### config.mk
export PLATFORM = sky130hd
export DESIGN_NAME = wts_ctrl
export DESIGN_NICKNAME = d
export VERILOG_FILES = /design/src/rtl/wts_pkg.sv /design/src/rtl/wts_ctrl.sv
export SDC_FILE = /design/constraint.sdc
export NUM_CORES = 1
export LEC_CHECK = 0
export BUFFER_PORTS_ARGS = -buffer_cell sky130_fd_sc_hd__buf_2
export CORE_MARGIN = 1
export CORE_UTILIZATION = 52
export DETAILED_ROUTE_END_ITERATION = 8
export PLACE_DENSITY = 0.77
export SETUP_SLACK_MARGIN = 0.05
export SLEW_MARGIN = 20
export SYNTH_ARGS = -nofsm -noshare
export SYNTH_HDL_FRONTEND = slang
export SYNTH_SLANG_ARGS = --single-unit
### constraint.sdc
create_clock -name clk -period 1.9 [get_ports clk]
set_input_delay 0.095 -clock clk [delete_from_list [all_inputs] [get_ports clk]]
set_output_delay 0.095 -clock clk [all_outputs]
set_load 0.03 [all_outputs]
### src/rtl/wts_pkg.sv
// Shared types, constants and register codes for the window trend statistics block.
package wts_pkg;

	localparam int DATA_W         = 24;
	localparam int POS_W          = 23;
	localparam int CFG_W          = 24;
	localparam int CFG_IDX_W      = 3;
	localparam int PERIOD_W       = 7;
	localparam int TEND_W         = 2;
	localparam int SWCNT_W        = 16;
	localparam int MUL_W          = 26;
	localparam int WINDOW_MAX_DEF = 64;

	localparam logic [POS_W-1:0] POS_MAX    = {POS_W{1'b1}};
	localparam logic [MUL_W-1:0] EVO_SCALE  = MUL_W'(25600);

	localparam logic [PERIOD_W-1:0]   PERIOD_RST = PERIOD_W'(20);
	localparam logic [POS_W-1:0]      RHIGH_RST  = POS_W'(128);
	localparam logic signed [DATA_W-1:0] EHIGH_RST = DATA_W'(1280);
	localparam logic [POS_W-1:0]      RLOW_RST   = POS_W'(77);
	localparam logic signed [DATA_W-1:0] ELOW_RST  = -DATA_W'(1280);

	localparam logic signed [TEND_W-1:0] TEND_NONE = 2'sb00;
	localparam logic signed [TEND_W-1:0] TEND_RISE = 2'sb01;
	localparam logic signed [TEND_W-1:0] TEND_FALL = 2'sb11;

	typedef enum logic [CFG_IDX_W-1:0] {
		REG_PERIOD = 3'd0,
		REG_RHIGH  = 3'd1,
		REG_EHIGH  = 3'd2,
		REG_RLOW   = 3'd3,
		REG_ELOW   = 3'd4
	} cfg_reg_t;

	typedef enum logic [4:0] {
		S_IDLE, S_CHECK, S_P1, S_MDIV, S_MWAIT, S_MFIX, S_P2, S_VDIV, S_VWAIT,
		S_VFIX, S_SWAIT, S_SFIX, S_RDIV, S_RWAIT, S_RFIX, S_GHI, S_GLO, S_GCMP,
		S_ECHK, S_EMUL, S_EHI, S_ELO, S_ECMP, S_EDIV, S_EWAIT, S_EFIX, S_LOAD
	} ctrl_state_t;

	typedef enum logic [4:0] {
		OP_NONE, OP_PUSH, OP_PSTART, OP_P1, OP_MDIV, OP_MFIX, OP_P2, OP_VDIV,
		OP_VFIX, OP_SFIX, OP_RDIV, OP_RFIX, OP_GHI, OP_GLO, OP_GCMP, OP_EMUL,
		OP_EHI, OP_ELO, OP_ECMP, OP_EDIV, OP_EFIX, OP_LOAD
	} dp_op_t;

	typedef struct packed {
		dp_op_t op;
	} cmd_t;

	typedef struct packed {
		logic full;
		logic pass_done;
		logic div_done;
		logic sqrt_done;
		logic rise_nz;
		logic old_nz;
		logic out_free;
	} status_t;

endpackage

### src/rtl/wts_ctrl.sv
// Sequencer: steps the datapath through both passes, the divisions and the square root.
module wts_ctrl (
	input  logic             clk,
	input  logic             arst_n,
	input  logic             in_valid,
	output logic             in_ready,
	input  wts_pkg::status_t status,
	output wts_pkg::cmd_t    cmd
);
	import wts_pkg::*;

	ctrl_state_t state_q, state_nxt;

	always_ff @(posedge clk or negedge arst_n) begin
		if (!arst_n) begin
			state_q <= S_IDLE;
		end else begin
			state_q <= state_nxt;
		end
	end

	always_comb begin
		state_nxt = state_q;
		case (state_q)
			S_IDLE:  if (in_valid) state_nxt = S_CHECK;
			S_CHECK: state_nxt = status.full ? S_P1 : S_LOAD;
			S_P1:    if (status.pass_done) state_nxt = S_MDIV;
			S_MDIV:  state_nxt = S_MWAIT;
			S_MWAIT: if (status.div_done) state_nxt = S_MFIX;
			S_MFIX:  state_nxt = S_P2;
			S_P2:    if (status.pass_done) state_nxt = S_VDIV;
			S_VDIV:  state_nxt = S_VWAIT;
			S_VWAIT: if (status.div_done) state_nxt = S_VFIX;
			S_VFIX:  state_nxt = S_SWAIT;
			S_SWAIT: if (status.sqrt_done) state_nxt = S_SFIX;
			S_SFIX:  state_nxt = S_RDIV;
			S_RDIV:  state_nxt = status.rise_nz ? S_RWAIT : S_GHI;
			S_RWAIT: if (status.div_done) state_nxt = S_RFIX;
			S_RFIX:  state_nxt = S_GHI;
			S_GHI:   state_nxt = S_GLO;
			S_GLO:   state_nxt = S_GCMP;
			S_GCMP:  state_nxt = S_ECHK;
			S_ECHK:  state_nxt = status.old_nz ? S_EMUL : S_LOAD;
			S_EMUL:  state_nxt = S_EHI;
			S_EHI:   state_nxt = S_ELO;
			S_ELO:   state_nxt = S_ECMP;
			S_ECMP:  state_nxt = S_EDIV;
			S_EDIV:  state_nxt = S_EWAIT;
			S_EWAIT: if (status.div_done) state_nxt = S_EFIX;
			S_EFIX:  state_nxt = S_LOAD;
			S_LOAD:  if (status.out_free) state_nxt = S_IDLE;
			default: state_nxt = S_IDLE;
		endcase
	end

	always_comb begin
		in_ready = 1'b0;
		cmd.op   = OP_NONE;
		case (state_q)
			S_IDLE: begin
				in_ready = 1'b1;
				if (in_valid) cmd.op = OP_PUSH;
			end
			S_CHECK: cmd.op = OP_PSTART;
			S_P1:    cmd.op = OP_P1;
			S_MDIV:  cmd.op = OP_MDIV;
			S_MFIX:  cmd.op = OP_MFIX;
			S_P2:    cmd.op = OP_P2;
			S_VDIV:  cmd.op = OP_VDIV;
			S_VFIX:  cmd.op = OP_VFIX;
			S_SFIX:  cmd.op = OP_SFIX;
			S_RDIV:  if (status.rise_nz) cmd.op = OP_RDIV;
			S_RFIX:  cmd.op = OP_RFIX;
			S_GHI:   cmd.op = OP_GHI;
			S_GLO:   cmd.op = OP_GLO;
			S_GCMP:  cmd.op = OP_GCMP;
			S_EMUL:  cmd.op = OP_EMUL;
			S_EHI:   cmd.op = OP_EHI;
			S_ELO:   cmd.op = OP_ELO;
			S_ECMP:  cmd.op = OP_ECMP;
			S_EDIV:  cmd.op = OP_EDIV;
			S_EFIX:  cmd.op = OP_EFIX;
			S_LOAD:  if (status.out_free) cmd.op = OP_LOAD;
			default: cmd.op = OP_NONE;
		endcase
	end
endmodule

# After elaboration in Yosys (flattened, before gate mapping)
# Index checks and enable logic that the tools add are counted.
# totals
regBits	5
output_inout_bits	6
inputBits	10
word_cells	56
# classes
n_reduce_logical	2
n_mux	18
eq_ne	35
# op_table
cell	n
5-bit one-hot mux with 27 select lines	1
5-bit one-hot mux with 21 select lines	1
5-bit equality test (second input constant)	11
5-bit two-way mux	11
5-bit by 4-bit equality test with 1-bit output (second input constant)	8
5-bit by 3-bit equality test with 1-bit output (second input constant)	4
2-bit inequality test (second input constant)	9
5-bit by 2-bit equality test with 1-bit output (second input constant)	2
9-bit AND reduction	1
4-bit two-way mux	2
5-bit by 1-bit equality test with 1-bit output (second input constant)	1
5-bit logical NOT	1
1-bit two-way mux	2
2-bit two-way mux	1

# Depth between registers and ports, before layout
# Gate-level depths: netlist of run 1.
# logic_depth
depth_word	3
ltp_mapped	7
depth_no_buf	4

# Worst setup path after synthesis of run 1
# Ideal clock, no wire load.
# synth_path
path_type	register to output
startpoint	register state_q[2]
endpoint	output port cmd[2] (netlist name)
path_stages_with_launch	5
path_buffers	3
required_time_ns	1.805
path_slack_ns	-0.221
arrival_ns	2.026
path_cell_list	dfrtp_1 buf_2 buf_2 buf_2 o311ai_0
# synth_rtl
element	line	text
from (decl)	wts_ctrl.sv:12	ctrl_state_t state_q, state_nxt;
from (signal assigned)	wts_ctrl.sv:18	state_q <= state_nxt;
to (decl)	wts_ctrl.sv:8	output wts_pkg::cmd_t cmd

==> results.yml, run 1 <==
yosys:
  synth_cells: 96
  yosysSeqAreaShare_pct: 17.54
  yosysWarningCount: 0
  synthesis.area_um2: 713.2
  syn_nets: 106
  ys_types: 41
  synth_enable_flop_cells: 0
  syn_area_per_cell_um2: 7.429
  synth_ff_type: "dfrtp_1"
  synth.area.top_cells: "dfrtp_1, buf_2, a21oi_1, nand2_1, o21ai_0"
  synth_largest_area_cell: "dfrtp_1"
  ys_seq_elements: 5
  synth_top_cell_area_share_pct: 17.54
  synthArstFlopShare_pct: 100.0
place:
  hpwl_mm: 1.351
  place_congestion: 0.8335
  port_buffers: 15
pwr:
  power.switching_w: 0.001053
  ir_drop_mv: 1.213
  pwr-share-clk_pct: 6.7
  power_density_nw_per_um2: 2151
  power.leakage_nw: 0.4027
  comb_power_share_pct: 79.2
  intPower_w: 0.0008976
  switching_share_pct: 53.99
  power_frac_seq_pct: 14.0
timing:
  max_freq_mhz: 566.1
  rsz0062_at_grt: "no"
  fin_skew_ns: 0.002651
  setup-violations-final: 0
  timing.final.crit_period_ns: 1.767
  slew_viol_final: 0
  final.setup.tns_ns: 0
  post-route-period-util_pct: 92.98
  final_hold_viol_count: 0
  max_slew.worst_pin.slew_ns: 0.3826
  slew-limit-headroom_pct: 74.38
cts:
  insertion_delay_ns: 0.25
  cts.htree.levels: 1
  cts_root_buffer: "clkbuf_4"
  cts_tree: "built"
  clock_sinks: 5
  clk_pin_slew_worst_paths_ns: 0.05
  cts_buffer_depth: 2
  cts_inserted_buffers: 3
setup_path:
  worst-path-max-fanout: 7
  r2r_slack_ns: 0.20
  reg2reg_depth: 6
  r2r_end: "state_q[0]"
  critPathRequiredTime_ns: 1.80
  r2r_start: "state_q[4]"
  setup.worst_path.end_class: "primary output"
  critPathKind: "reg2out"
  startpoint: "state_q[4]"
  crit_path_start_kind: "flip-flop"
  critPathArrivalTime_ns: 1.67
grt:
  overflow: 0
  grt_pass1_vias: 712
  grt_max_degree: 15
  grtUsageTotal_pct: 32.09
  grt_pass1_wl_mm: 3.208
  antenna_found_initial: 0
floorplan:
  die_h_um: 39.04
  rows: 12
  start_util_pct: 60.13
  fp.dieW_um: 39.04
  io_pins: 16
  dieArea_um2: 1524
  fp.coreArea_um2: 1186
route:
  ant_nets: 0
  routedWlPerCell_um: 15.70
  vias: 844
  initialDrtViolationCount: 53
  firstDrtPassIters: 4
  drt_wl_total_mm: 2.088
  via_per_inst: 6.346
  drc: 0
final_layout:
  area_growth_syn_to_layout_pct: 27.19
  fin_util_pct: 76.48
  largest_reg_flops: 5
  diodes: 0
  top_register: "state_q"
  nets: 130
  largest_registers: "state_q: 5 flops"
  drive_above_1_share_pct: 37.82
worst_hold_path:
  hp-class: "in2reg"
  hp-start: "status[4]"
  min_to: "state_q[0]"
  whs_path_depth: 4
job:
  max-cap-violations: 0
outcome:
  status: "finished clean"
## worst max-delay path by stage
stage / end / slack, ns / cells past startpoint
after floorplan: cmd[2] / 0.14 / 4
after global placement: cmd[0] / 0.24 / 6
after detailed placement: state_q[1] / 0.20 / 4
after CTS: cmd[2] / 0.05 / 4
after global routing: cmd[0] / 0.06 / 6
final: cmd[0] / 0.13 / 6
## metrics by stage
step | hold WS [ns] | total power (W) | setup WS (ns) | instance area (um2) | std cells
after floorplan | -0.2006 | 0.001321 | 0.1428 | 713.2 | 96
after global placement | -0.08915 | 0.001619 | 0.2422 | 812.0 | 122
after detailed placement | -0.08897 | 0.001641 | 0.1986 | 812.0 | 122
after CTS | 0.1821 | 0.001871 | 0.05382 | 895.9 | 133
after global routing | 0.1994 | 0.002089 | 0.05511 | 907.1 | 133
final | 0.1894 | 0.001951 | 0.1335 | 907.1 | 133
## repair_timing
| action | CTS | global route |
|---|---|---|
| setup endpoints to repair | 3 | 5 |
| buffers inserted | 6 | 0 |
| gates resized for setup | 2 | 6 |
| hold buffers | 1 | 0 |
| endpoints found under the hold margin | 5 | 0 |
| pin swaps | 0 | 1 |
| cloned | 0 | 0 |
## cell families after synthesis
family	Yosys count	synth area share [%]
buffers and inverters	15	9.648
adder cells (fa/ha/maj)	1	1.404
AND/OR/NAND/NOR	39	32.98
flip-flops	5	17.54
AO/OA/AOI/OAI	34	35.79
XOR/XNOR	1	1.228
multiplexers	1	1.404
## power groups by stage
stage | logic (W) | clock network (W) | registers (W)
2_1_floorplan | 0.00113 | 0 | 0.000190
3_3_place_gp | 0.00132 | 0 | 0.000299
3_5_place_dp | 0.00133 | 0 | 0.000307
4_1_cts | 0.00148 | 0.000130 | 0.000262
5_1_grt | 0.00167 | 0.000139 | 0.000280
6_report | 0.00155 | 0.000132 | 0.000274
## area by class of cell
class / instances / area (um2)
Multi-Input combinational cell: 76 / 525.5
Fill cell: 83 / 279.0
Timing Repair Buffer: 30 / 192.7
Sequential cell: 5 / 130.1
Clock buffer: 4 / 26.28
Tap cell: 14 / 17.52
Inverter: 4 / 15.01
## worst max-delay path: stages, from the launching register on
cell,delay [ns]
dfrtp_2,0.42
buf_4,0.17
nand2b_1,0.20
o21ai_0,0.18
a211o_1,0.14
o31a_1,0.12
clkbuf_4,0.18
## cell usage after synthesis, drive strengths merged, types with 2 or more instances
library cell  count
and4b             2
o21a              2
nor2b             2
nor4              3
buf              10
nand2            10
nor3b             2
inv               4
dfrtp             5
o32ai             2
o31ai             3
o21ai             7
nand3             3
nand2b            3
nor2              8
o211ai            2
a21oi             8
## layout by cell type (no fill, tap or decap), types with 2 or more instances in the layout
cell type,count
a21oi_1,8
and4b_1,2
buf_2,14
buf_4,14
clkbuf_4,4
dfrtp_2,4
inv_1,3
nand2_1,10
nand2b_1,3
nand3_1,3
nor2_1,8
nor3b_1,2
nor4_1,3
o211ai_1,2
o21a_1,2
o21ai_0,5
o32ai_1,2
## metal layers
| layer | track usage, % | up-vias | part of all wire [%] |
|---|---|---|---|
| met4 | 13.79 | 0 | 1.9 |
| met5 | 0 | - | 0 |
| met3 | 9.827 | 6 | 9.8 |
| met2 | 47.92 | 51 | 45 |
| met1 | 42.05 | 383 | 43 |
| li1 | - | 404 | - |
No activity file was read; power rests on OpenSTA's default activity.
==> run 2, diff against run 1 <==
--- a/config.mk
+++ b/config.mk
@@ -6,10 +6,11 @@
 export NUM_CORES = 1
 export LEC_CHECK = 0
 export BUFFER_PORTS_ARGS = -buffer_cell sky130_fd_sc_hd__buf_2
-export CORE_MARGIN = 1
+export CORE_MARGIN = 3
 export CORE_UTILIZATION = 52
 export DETAILED_ROUTE_END_ITERATION = 8
 export PLACE_DENSITY = 0.77
+export RECOVER_POWER = 25
 export SETUP_SLACK_MARGIN = 0.05
 export SLEW_MARGIN = 20
 export SYNTH_ARGS = -nofsm -noshare
==> run 2 against run 1 <==
Net effect:
- wire length is 6.8% lower
- global-route usage fell by 8.7 points
- power fell by 1.8%
- first-iteration DRC count shrank 66%
- clock skew is 0.0091 ns higher
- fmax is 0.69% lower
- via count shrank 2.7%
- clock power hardly changed
- critical path type unchanged
- core utilization shrank 1.5 points
- worst setup slack got worse by 0.012 ns
- final cell count fell by 1.5%
- sequential share of layout area up 0.24 points
==> results.yml, run 2 (same netlist as run 1, synthesis figures left out) <==
timing:
  rsz0062_at_grt: "no"
  post-route-period-util_pct: 93.62
  fin_skew_ns: 0.01176
  max_slew.worst_pin.slew_ns: 0.4943
  final.setup.tns_ns: 0
  setup-violations-final: 0
  slew-limit-headroom_pct: 66.58
  final_hold_viol_count: 0
  timing.final.crit_period_ns: 1.779
  max_freq_mhz: 562.2
  slew_viol_final: 0
setup_path:
  reg2reg_depth: 5
  r2r_start: "state_q[3]"
  worst-path-max-fanout: 8
  r2r_slack_ns: 0.25
  critPathArrivalTime_ns: 1.68
  setup.worst_path.end_class: "primary output"
  max_stage_delay_ns: 0.46
  critPathRequiredTime_ns: 1.80
  r2r_end: "state_q[1]"
  worstPathCellList: "or3_1 -> a21oi_1 -> o31a_1 -> buf_2"
  crit_path_start_kind: "flip-flop"
  critPathKind: "reg2out"
  cp_slowest_cell: "dfrtp_2"
final_layout:
  fin_area_um2: 900.9
  area_growth_syn_to_layout_pct: 26.32
  largest_reg_flops: 5
  final_cells: 131
  top_register: "state_q"
  diodes: 0
  largest_registers: "state_q: 5 flops"
  nets: 128
  layout_common_cells: "buf_2, buf_4, nand2_1"
  drive_above_1_share_pct: 36.75
cts:
  clock_sinks: 5
  clk_pin_slew_worst_paths_ns: 0.05
  cts_root_buffer: "clkbuf_4"
  cts_inserted_buffers: 3
  cts.htree.levels: 1
  insertion_delay_ns: 0.26
  cts_tree: "built"
  cts_buffer_depth: 2
pwr:
  power.switching_w: 0.001024
  switching_share_pct: 53.41
  ir_drop_mv: 1.163
  finalPower_w: 0.001917
  power_frac_seq_pct: 15.8
  power.leakage_nw: 0.3972
  pwr-share-clk_pct: 6.8
  power_density_nw_per_um2: 2128
  comb_power_share_pct: 77.4
  intPower_w: 0.0008929
floorplan:
  dieArea_um2: 1852
  start_util_pct: 59.38
  rows: 12
  die_h_um: 43.04
  fp.dieW_um: 43.04
  fp.coreArea_um2: 1201
  io_pins: 16
grt:
  overflow: 0
  grt_pass1_wl_mm: 3.332
  grt_pass1_vias: 805
  grt_max_degree: 13
  antenna_found_initial: 0
  grtUsageTotal_pct: 23.36
place:
  port_buffers: 15
  dp.cells: 122
  dpl_cell_area_um2: 812.0
  hpwl_mm: 1.381
  place_congestion: 0.8790
route:
  drt_wl_total_mm: 1.946
  ant_nets: 0
  via_per_inst: 6.267
  routedWlPerCell_um: 14.85
  firstDrtPassIters: 5
  drc: 0
  vias: 821
  initialDrtViolationCount: 18
worst_hold_path:
  hp-start: "status[4]"
  whs_path_depth: 4
  hp-class: "in2reg"
  min_to: "state_q[0]"
outcome:
  status: "finished clean"
job:
  max-cap-violations: 0
run 2: cell types whose count changed in the layout (fill, tap and decap cells not counted), sizes merged:
cell	delta
buf	-2
run 2: worst max-delay path by stage:
stage,start,to
2_1_floorplan,state_q[2],cmd[2]
3_3_place_gp,state_q[3],state_q[1]
3_5_place_dp,state_q[3],cmd[0]
4_1_cts,state_q[4],cmd[0]
5_1_grt,state_q[4],cmd[2]
6_report,state_q[1],cmd[0]
run 2: layout make-up:
cell class	instances	area (um2)
Clock buffer	4	26.28
Sequential cell	5	131.4
Fill cell	107	300.3
Tap cell	14	17.52
Multi-Input combinational cell	76	534.3
Timing Repair Buffer	28	176.4
Inverter	4	15.01
run 2: metal layers:
layer	wire, um	global-route usage, %	vias to the layer above
met4	0	6.024	0
met2	944	35.93	24
met5	0	0	-
met3	110	8.898	0
li1	-	-	404
met1	891	30.46	393
run 2: power by group through the flow:
| stage | logic (W) | clock network, W | registers [W] |
|---|---|---|---|
| 2_1_floorplan | 0.00113 | 0 | 0.000190 |
| 3_3_place_gp | 0.00134 | 0 | 0.000294 |
| 3_5_place_dp | 0.00135 | 0 | 0.000302 |
| 4_1_cts | 0.00141 | 0.000129 | 0.000289 |
| 5_1_grt | 0.00162 | 0.000145 | 0.000312 |
| 6_report | 0.00148 | 0.000130 | 0.000303 |
run 2: metrics by stage:
stage / util [%] / worst slack (ns) / hold WS (ns)
after global routing: 75.00 / 0.05106 / 0.1985
after global placement: 67.60 / 0.2444 / -0.09015
after CTS: 72.71 / 0.1125 / 0.1841
after floorplan: - / 0.1428 / -0.2006
final: 75.00 / 0.1212 / 0.1903
after detailed placement: 67.60 / 0.1928 / -0.09016
run 2: timing repair:
action | in CTS | in global routing
hold buffers | 1 | 0
pin swaps | 0 | 0
gates resized for setup | 2 | 6
setup endpoints to repair | 1 | 3
hold endpoints to repair | 5 | 0
buffers inserted | 3 | 1
run 2: worst max-delay path, delay by kind of cell, from the launching register on:
kind | cells | cell delay, ns
flip-flops | 1 | 0.46
AO/OA/AOI/OAI | 2 | 0.39
AND/OR/NAND/NOR | 1 | 0.38
buffers and inverters | 1 | 0.20
==> run 3, diff against run 2 <==
==> constraint.sdc (replaced) <==
create_clock -name clk -period 1.76 [get_ports clk]
set_input_delay 0.088 -clock clk [delete_from_list [all_inputs] [get_ports clk]]
set_output_delay 0.088 -clock clk [all_outputs]
set_load 0.03 [all_outputs]
==> run 3 against run 2 <==
Net effect:
- the run now ends with setup timing left
- final cell count increased by 6.1%
- via count increased by 17%
- combinational power increased by 47%
- clock-buffer cell count unchanged
- first-iteration DRC count increased to 3.5 times the previous value
- die area unchanged
- hold slack improved by 0.028 ns
- clock power increased by 9%
==> results.yml, run 3 (same netlist as run 1, synthesis figures left out) <==
floorplan:
  die_h_um: 43.04
  fp.coreArea_um2: 1201
  fp.dieW_um: 43.04
  dieArea_um2: 1852
  rows: 12
  start_util_pct: 59.38
  io_pins: 16
pwr:
  power_density_nw_per_um2: 2443
  power.leakage_nw: 0.4658
  ir_drop_mv: 1.664
place:
  place_congestion: 0.8814
  port_buffers: 15
  dp_slack_ns: 0.1913
  dpl_cell_area_um2: 847.1
  hpwl_mm: 1.385
final_layout:
  largest_reg_flops: 5
  nFillCells: 56
  top_register: "state_q"
  layout_common_cells: "buf_4, nand2_1, buf_2"
  area_growth_syn_to_layout_pct: 50.88
  fin_area_um2: 1076
  diodes: 0
  drive_above_1_share_pct: 48.80
  largest_registers: "state_q: 5 flops"
  final_common_cell: "buf_4"
  nets: 136
timing:
  timing.final.crit_period_ns: 1.793
  layout_setup_ws_ns: -0.03267
  rsz0062_at_grt: "yes"
  fin_skew_ns: 0.01174
  setup-violations-final: 1
  post-route-period-util_pct: 101.9
  max_slew.worst_pin.slew_ns: 0.5393
  max_freq_mhz: 557.8
  slew-limit-headroom_pct: 63.54
  final_hold_viol_count: 0
  slew_viol_final: 0
cts:
  cts_tree: "built"
  cts_inserted_buffers: 3
  cts.htree.levels: 1
  clock_sinks: 5
  cts_buffer_depth: 2
  insertion_delay_ns: 0.26
  cts_root_buffer: "clkbuf_4"
  clk_pin_slew_worst_paths_ns: 0.05
outcome:
  status: "complete, but fails checks"
  violations: "setup timing"
route:
  initialDrtViolationCount: 63
  drc: 0
  routedWlPerCell_um: 19.27
  ant_nets: 0
  firstDrtPassIters: 5
  via_per_inst: 6.935
  drt_wl_total_mm: 2.679
  vias: 964
grt:
  grtUsageTotal_pct: 27.01
  overflow: 0
  antenna_found_initial: 0
  grt_max_degree: 20
  grt_pass1_vias: 809
  grt_pass1_wl_mm: 3.712
setup_path:
  worst-path-max-fanout: 19
  setup.worst_path.end_class: "primary output"
  critPathRequiredTime_ns: 1.67
  critPathArrivalTime_ns: 1.70
  critPathKind: "reg2out"
  crit_path_start_kind: "flip-flop"
job:
  max-cap-violations: 0
worst_hold_path:
  hp-class: "in2reg"
==> run 3: changes by cell type in the layout (fill, tap and decap cells not counted), sizes merged <==
| cell | before | now |
|---|---|---|
| buf | 26 | 34 |
==> run 3: final timing paths <==
kind	startpoint	cells after the start	slack, ns	to
worst max-delay path	state_q[1]	6	-0.03	cmd[2]
worst min-delay path	status[2]	4	0.22	state_q[1]
worst max register to register	state_q[3]	6	0.02	state_q[4]
worst min register to register	state_q[0]	1	0.61	state_q[0]
max in group asynchronous	arst_n	2	1.27	state_q[2]
min in group asynchronous	arst_n	2	0.25	state_q[3]
==> run 3: metal layers <==
metal  share of wire (%)  vias to the layer above  track usage (%)
met5                   0                        -                0
met4                 5.6                        0            10.24
met3                  11                       26            8.898
met2                  47                       83            42.51
met1                  36                      439            33.84
li1                    -                      416                -
==> run 3: critical path, cell delays in order, from the launching register on <==
cell and delay (ns):
dfrtp_2 0.45, buf_12 0.17, inv_2 0.07, o21ai_0 0.24, nand3_1 0.17, o311ai_2 0.12, buf_4 0.21
==> run 3: report_power, final <==
group	total, W	switching (W)	internal [W]
sequential	0.000310	0.000126	0.000184
combinational	0.00218	0.00119	0.000988
clock	0.000142	0.0000561	0.0000863
total	0.00263	0.00137	0.00126
==> run 3: per-stage QoR <==
stage / utilization, % / total power [W] / setup TNS [ns] / hold WS (ns) / cells
finish: 89.58 / 0.002628 / -0.03267 / 0.2179 / 139
global route: 89.58 / 0.002758 / -0.1215 / 0.2468 / 139
CTS: 81.46 / 0.002247 / 0 / 0.1640 / 135
detailed placement: 70.52 / 0.001862 / 0 / -0.09449 / 123
global placement: 70.52 / 0.001844 / 0 / -0.09360 / 123
floorplan: - / 0.001466 / 0 / -0.2076 / 96
==> run 3: final cells by class <==
class,instances,area (um2),share of cell area (%)
clock buffer,4,26.28,2.442
inverter,4,15.01,1.395
multi-input combinational,76,601.8,55.93
timing repair buffer,36,286.5,26.63
tap,14,17.52,1.628
sequential,5,128.9,11.98
==> run 3: timing repair <==
item,CTS,global route
hold buffers,1,0
setup buffers,7,4
resized for setup,13,22
endpoints found under the setup margin,4,5
pin swaps,0,11
cloned,0,0
endpoints found under the hold margin,5,0
